`src/drst_queue.sv`:
```
// Two-entry request queue between front and back end.
module drst_queue #(
  parameter int DW = 8
) (
  input  logic          clk,
  input  logic          rst_n,
  input  logic          push_valid,
  output logic          push_ready,
  input  logic [DW-1:0] push_data,
  output logic          pop_valid,
  input  logic          pop_ready,
  output logic [DW-1:0] pop_data
);

  logic [DW-1:0] slot_r [2];
  logic          wr_ptr_r;
  logic          rd_ptr_r;
  logic [1:0]    cnt_r;
  logic          do_push;
  logic          do_pop;

  assign push_ready = (cnt_r != 2'd2);
  assign pop_valid  = (cnt_r != 2'd0);
  assign pop_data   = slot_r[rd_ptr_r];
  assign do_push    = push_valid && push_ready;
  assign do_pop     = pop_valid && pop_ready;

  always_ff @(posedge clk) begin
    if (do_push) begin
      slot_r[wr_ptr_r] <= push_data;
    end
  end

  always_ff @(posedge clk) begin
    if (!rst_n) begin
      wr_ptr_r <= 1'b0;
      rd_ptr_r <= 1'b0;
      cnt_r    <= 2'd0;
    end else begin
      if (do_push) begin
        wr_ptr_r <= ~wr_ptr_r;
      end
      if (do_pop) begin
        rd_ptr_r <= ~rd_ptr_r;
      end
      case ({do_push, do_pop})
        2'b10:   cnt_r <= cnt_r + 2'd1;
        2'b01:   cnt_r <= cnt_r - 2'd1;
        default: cnt_r <= cnt_r;
      endcase
    end
  end

endmodule

```
`config.mk`:
```
export PLATFORM = sky130hd
export DESIGN_NAME = drst_queue
export DESIGN_NICKNAME = d
export VERILOG_FILES = /design/src/drst_queue.sv
export SDC_FILE = /design/constraint.sdc
export NUM_CORES = 1
export LEC_CHECK = 0
export ABC_AREA = 1
export BUFFER_PORTS_ARGS = -buffer_cell sky130_fd_sc_hd__buf_2
export CAP_MARGIN = 20
export CORE_UTILIZATION = 25
export DETAILED_ROUTE_END_ITERATION = 12
export PLACE_DENSITY_LB_ADDON = 0.05
export SLEW_MARGIN = 20
export SYNTH_ARGS = -nofsm -noshare
export SYNTH_HDL_FRONTEND = slang
export SYNTH_SLANG_ARGS = --single-unit
```
`constraint.sdc`:
```
create_clock -name clk -period 2.2 [get_ports clk]
set_input_delay 0.11 -clock clk [delete_from_list [all_inputs] [get_ports clk]]
set_output_delay 0.11 -clock clk [all_outputs]
set_load 0.05 [all_outputs]
```
* After elaboration in Yosys (flattened, before gate mapping)
Memory sizes are Yosys's and may differ from the RTL's. A register that Yosys moved wholly into a read port is not among the register bits. Cells that the tools add are included.
Cells by class: bitwise logic cells 2, equal/unequal tests 3, add/sub/neg operators 2, mux-type cells 5, reductions and logical operators 4
Operators by type and width (number):
- 1-bit 2-to-1 mux | 4
- 2-bit one-hot mux with 2 select lines | 1
- 2-bit nonzero test | 2
- 2-bit by 1-bit adder with 2-bit output, second input constant | 1
- 2-bit by 1-bit equality test with 1-bit output, second input constant | 1
- 2-bit equality test, second input constant | 1
- 1-bit logical AND | 2
- 2-bit inequality test, second input constant | 1
- 1-bit inverter | 2
- 2-bit by 1-bit subtractor with 2-bit output, second input constant | 1
Storage, ports and cells: logic and storage cells 20, output and inout port bits 10, register bits 4, RAM bits 16, memories kept 1, input port bits 12
Memories:
- slot_r | words 2, width 8, read ports 1, clocked after Yosys merged registers in 1, write ports 1, RTL line 15 | logic [DW-1:0] slot_r [2];

* Depth between registers and ports, before layout
depth after elaboration 4, mapped depth 9, gate-level depth less buffers 9

* Worst setup path before layout
OpenSTA, ideal clock, no wires.
path kind register to register, start register cnt_r[0], end memory slot_r[1][0], enable pin, arrival time 1074 ps, slack 755 ps, period minus slack after synthesis 1445 ps, setup time 370 ps, path buffers 0, required time 1830 ps, cell stages (with the launch flop) 5, cell sequence dfxtp_1 -> inv_2 -> nand2_4 -> nand2_4 -> nor2_1
Between the ends: cells in the longest elaborated chain, start to end 4
Ends and longest elaborated chain:
- start, declared | RTL line 18 | logic [1:0] cnt_r;
- start signal, assigned | RTL line 47 | 2'b10: cnt_r <= cnt_r + 2'd1;
- start signal, assigned | RTL line 48 | 2'b01: cnt_r <= cnt_r - 2'd1;
- start signal, assigned | RTL line 49 | default: cnt_r <= cnt_r;
- 2-bit inequality test | RTL line 22 | assign push_ready = (cnt_r != 2'd2);
- net push_ready | RTL line 8 | output logic push_ready,
- 1-bit logical AND | RTL line 25 | assign do_push = push_valid && push_ready;
- 1-bit 2-to-1 mux | RTL line 29 | if (do_push) begin
- 1-bit 2-to-1 mux (implied by the code) | RTL line 30 | slot_r[wr_ptr_r] <= push_data;
- end, declared | RTL line 15
The timed path passes the listed nets, and every way through them passes these cells.

==> results.cfg <==
[pwr]
ir_worst_vdd_mv = 0.262
p_per_area_nw_per_um2 = 997
leakagePower_nw = 0.448

[placement]
placement.io_buffers = 21
dpl.cell_count = 127
place_ws_ps = 848
gp_congestion = 0.728
hpwl_microns = 1030

[synth]
ys_warn_count = 0
synth_area_leaders = edfxtp_1, dfxtp_1, mux2_1
synth_top_area_share_pct = 57.7
ys_seq_elements = 21
synthesis.nets = 74
netlist_area_sq_um = 832
synth_cell_type_count = 17
syn_inst = 61
yosysSeqAreaShare_pct = 69.8
yosysTopAreaCell = edfxtp_1
avgSynthCellArea_sq_um = 13.6

[setup_path]
r2r_cells = 9
crit_arrival_ps = 1470
critPathRequiredTime_ps = 2090
crit_path_top_delay_cell = dfxtp_1
crit_type = reg -> out
worstSetupEndpoint = pop_data[5]
critical_path.top_delay_family = flip-flops
slowest_delay_ps = 580
r2r-start = cnt_r[0]
startpoint_type = flip-flop
endpoint_kind = output port
cp_num_buf_inv = 1
r2r_slack_ps = 820
cp.depth = 2
r2r_end = cnt_r[1]
critical_path.cell_chain = mux2_2 > buf_2
cp_max_fo = 8

[routing]
first_pass_iters = 4
num_vias = 541
ant_nets = 0
vias_per_cell = 3.89
drt_iter0_drc = 15
wl_per_cell_microns = 10.5
wirelength_microns = 1460
drcViolationCount = 0

[floorplan]
die_x_microns = 59.7
start_util_pct = 26.8
core_area_sq_um = 3100
die-area_sq_um = 3560
chipHeight_microns = 59.7
io_pins = 22
rows = 20

[sta]
setup_viol = 0
clock-skew-final_ps = 4.38
hold_viol = 0
fmax_mhz = 632
worstMarginPinSlew_ps = 396
finalCritPeriodShare_pct = 71.9
setup_ws_ps = 618
min_period_ps = 1580
rsz0062_at_grt = no
setup_tns_ps = 0
finalMaxSlewViolations = 0
maxSlewHeadroom_pct = 73.6
holdWs_ps = 60.7

[layout]
fill_cells = 340
drive_gt1_share_pct = 35.8
most-common-layout-cells = buf_2, edfxtp_1, nor2_1, dlygate4sd3_1, nand2_1
multi_input_area_sq_um = 228
layout_commonest_cell = buf_2
regArea_sq_um = 581
finish.utilization_pct = 35.8
syn_to_final_growth_pct = 33.4
diodes = 0
final_cells = 139
fin_nets = 109

[outcome]
status = finished clean

[grt]
grt_pass1_vias = 482
antenna_found_initial = 0
grt_max_degree = 13
grt_first_pass_wirelength_microns = 2160
grt-ovfl-total = 0
grt_use_total_pct = 8.78

[worst_hold_path]
min_path_cells = 3
worstHoldPathType = in -> reg

[clock_network]
cts_buffers = 3
cts_tree = built
root_buffer = clkbuf_4
clkTransAtPathRegs_ps = 120
clkSinkCount = 21
clk_latency_ps = 290
clockBufferDepth = 2
htree_num_levels = 1

[run]
maxCapViolCount = 0
-- state kept, by name, summed over array words and instances (netlist names), named ones only --
name      flops
slot_r       16
wr_ptr_r      1
cnt_r         2
rd_ptr_r      1
-- through the flow --
| step | cell area [sq um] | power, mW |
|---|---|---|
| global placement | 1000 | 0.929 |
| floorplan | 832 | 0.835 |
| CTS | 1090 | 1.12 |
| detailed placement | 1000 | 0.929 |
| global route | 1110 | 1.18 |
| finish | 1110 | 1.11 |
-- cell usage after synthesis (all sizes together) --
cell type  number
o21ai           2
edfxtp         16
buf             1
a21oi           2
nand4           1
o21a            1
nor2           10
ha              1
mux2            8
nand3           1
inv             5
dfxtp           5
nand2           8
-- repair_timing --
item | in CTS | in global routing
buffers inserted | 0 | 0
hold endpoints to repair | 12 | 4
hold buffers | 6 | 2
endpoints found under the setup margin | 0 | 0
gates resized for setup | 0 | 0
-- per-layer routing --
| metal | track usage (%) | wire [microns] |
|---|---|---|
| met1 | 10.8 | 695 |
| met2 | 14.0 | 672 |
| met3 | 2.81 | 72 |
| met4 | 3.99 | 17 |
| met5 | 0 | 0 |
-- worst min-delay path by stage --
stage                 start           end  slack (ps)
2_1_floorplan  push_data[0]  slot_r[0][0]         210
3_3_place_gp   push_data[7]  slot_r[0][7]         300
3_5_place_dp   push_data[7]  slot_r[0][7]         300
4_1_cts        push_data[3]  slot_r[0][3]           3
5_1_grt               rst_n      wr_ptr_r          50
6_report              rst_n      wr_ptr_r          60
-- logic make-up (layout without fill, tap and decap cells) --
group / after synthesis / in the layout / synth area share, %
AOI/OAI and AO/OA: 5 / 5 / 3.76
adders and majority gates: 1 / 1 / 1.50
buffers and inverters: 6 / 40 / 2.86
DFF: 21 / 21 / 69.8
muxes: 8 / 8 / 10.8
and+or+nand+nor: 20 / 20 / 11.3
-- worst min-delay path, stage by stage --
cell and delay [ps]:
buf_2 130, o21ai_2 50, nor2_1 30
-- area by class of cell --
class / count / area share [%]
Timing Repair Buffer: 31 / 18.0
Sequential cell: 21 / 52.3
Clock buffer: 3 / 2.03
Tap cell: 44 / 4.96
Inverter: 5 / 1.69
Clock inverter: 1 / 0.451
Multi-Input combinational cell: 34 / 20.5
-- power by group --
group	total (mW)	internal (mW)	switching (mW)
clock network	0.183	0.0675	0.115
logic	0.396	0.120	0.276
registers	0.528	0.485	0.0422
(Power assumes the default switching activity.)
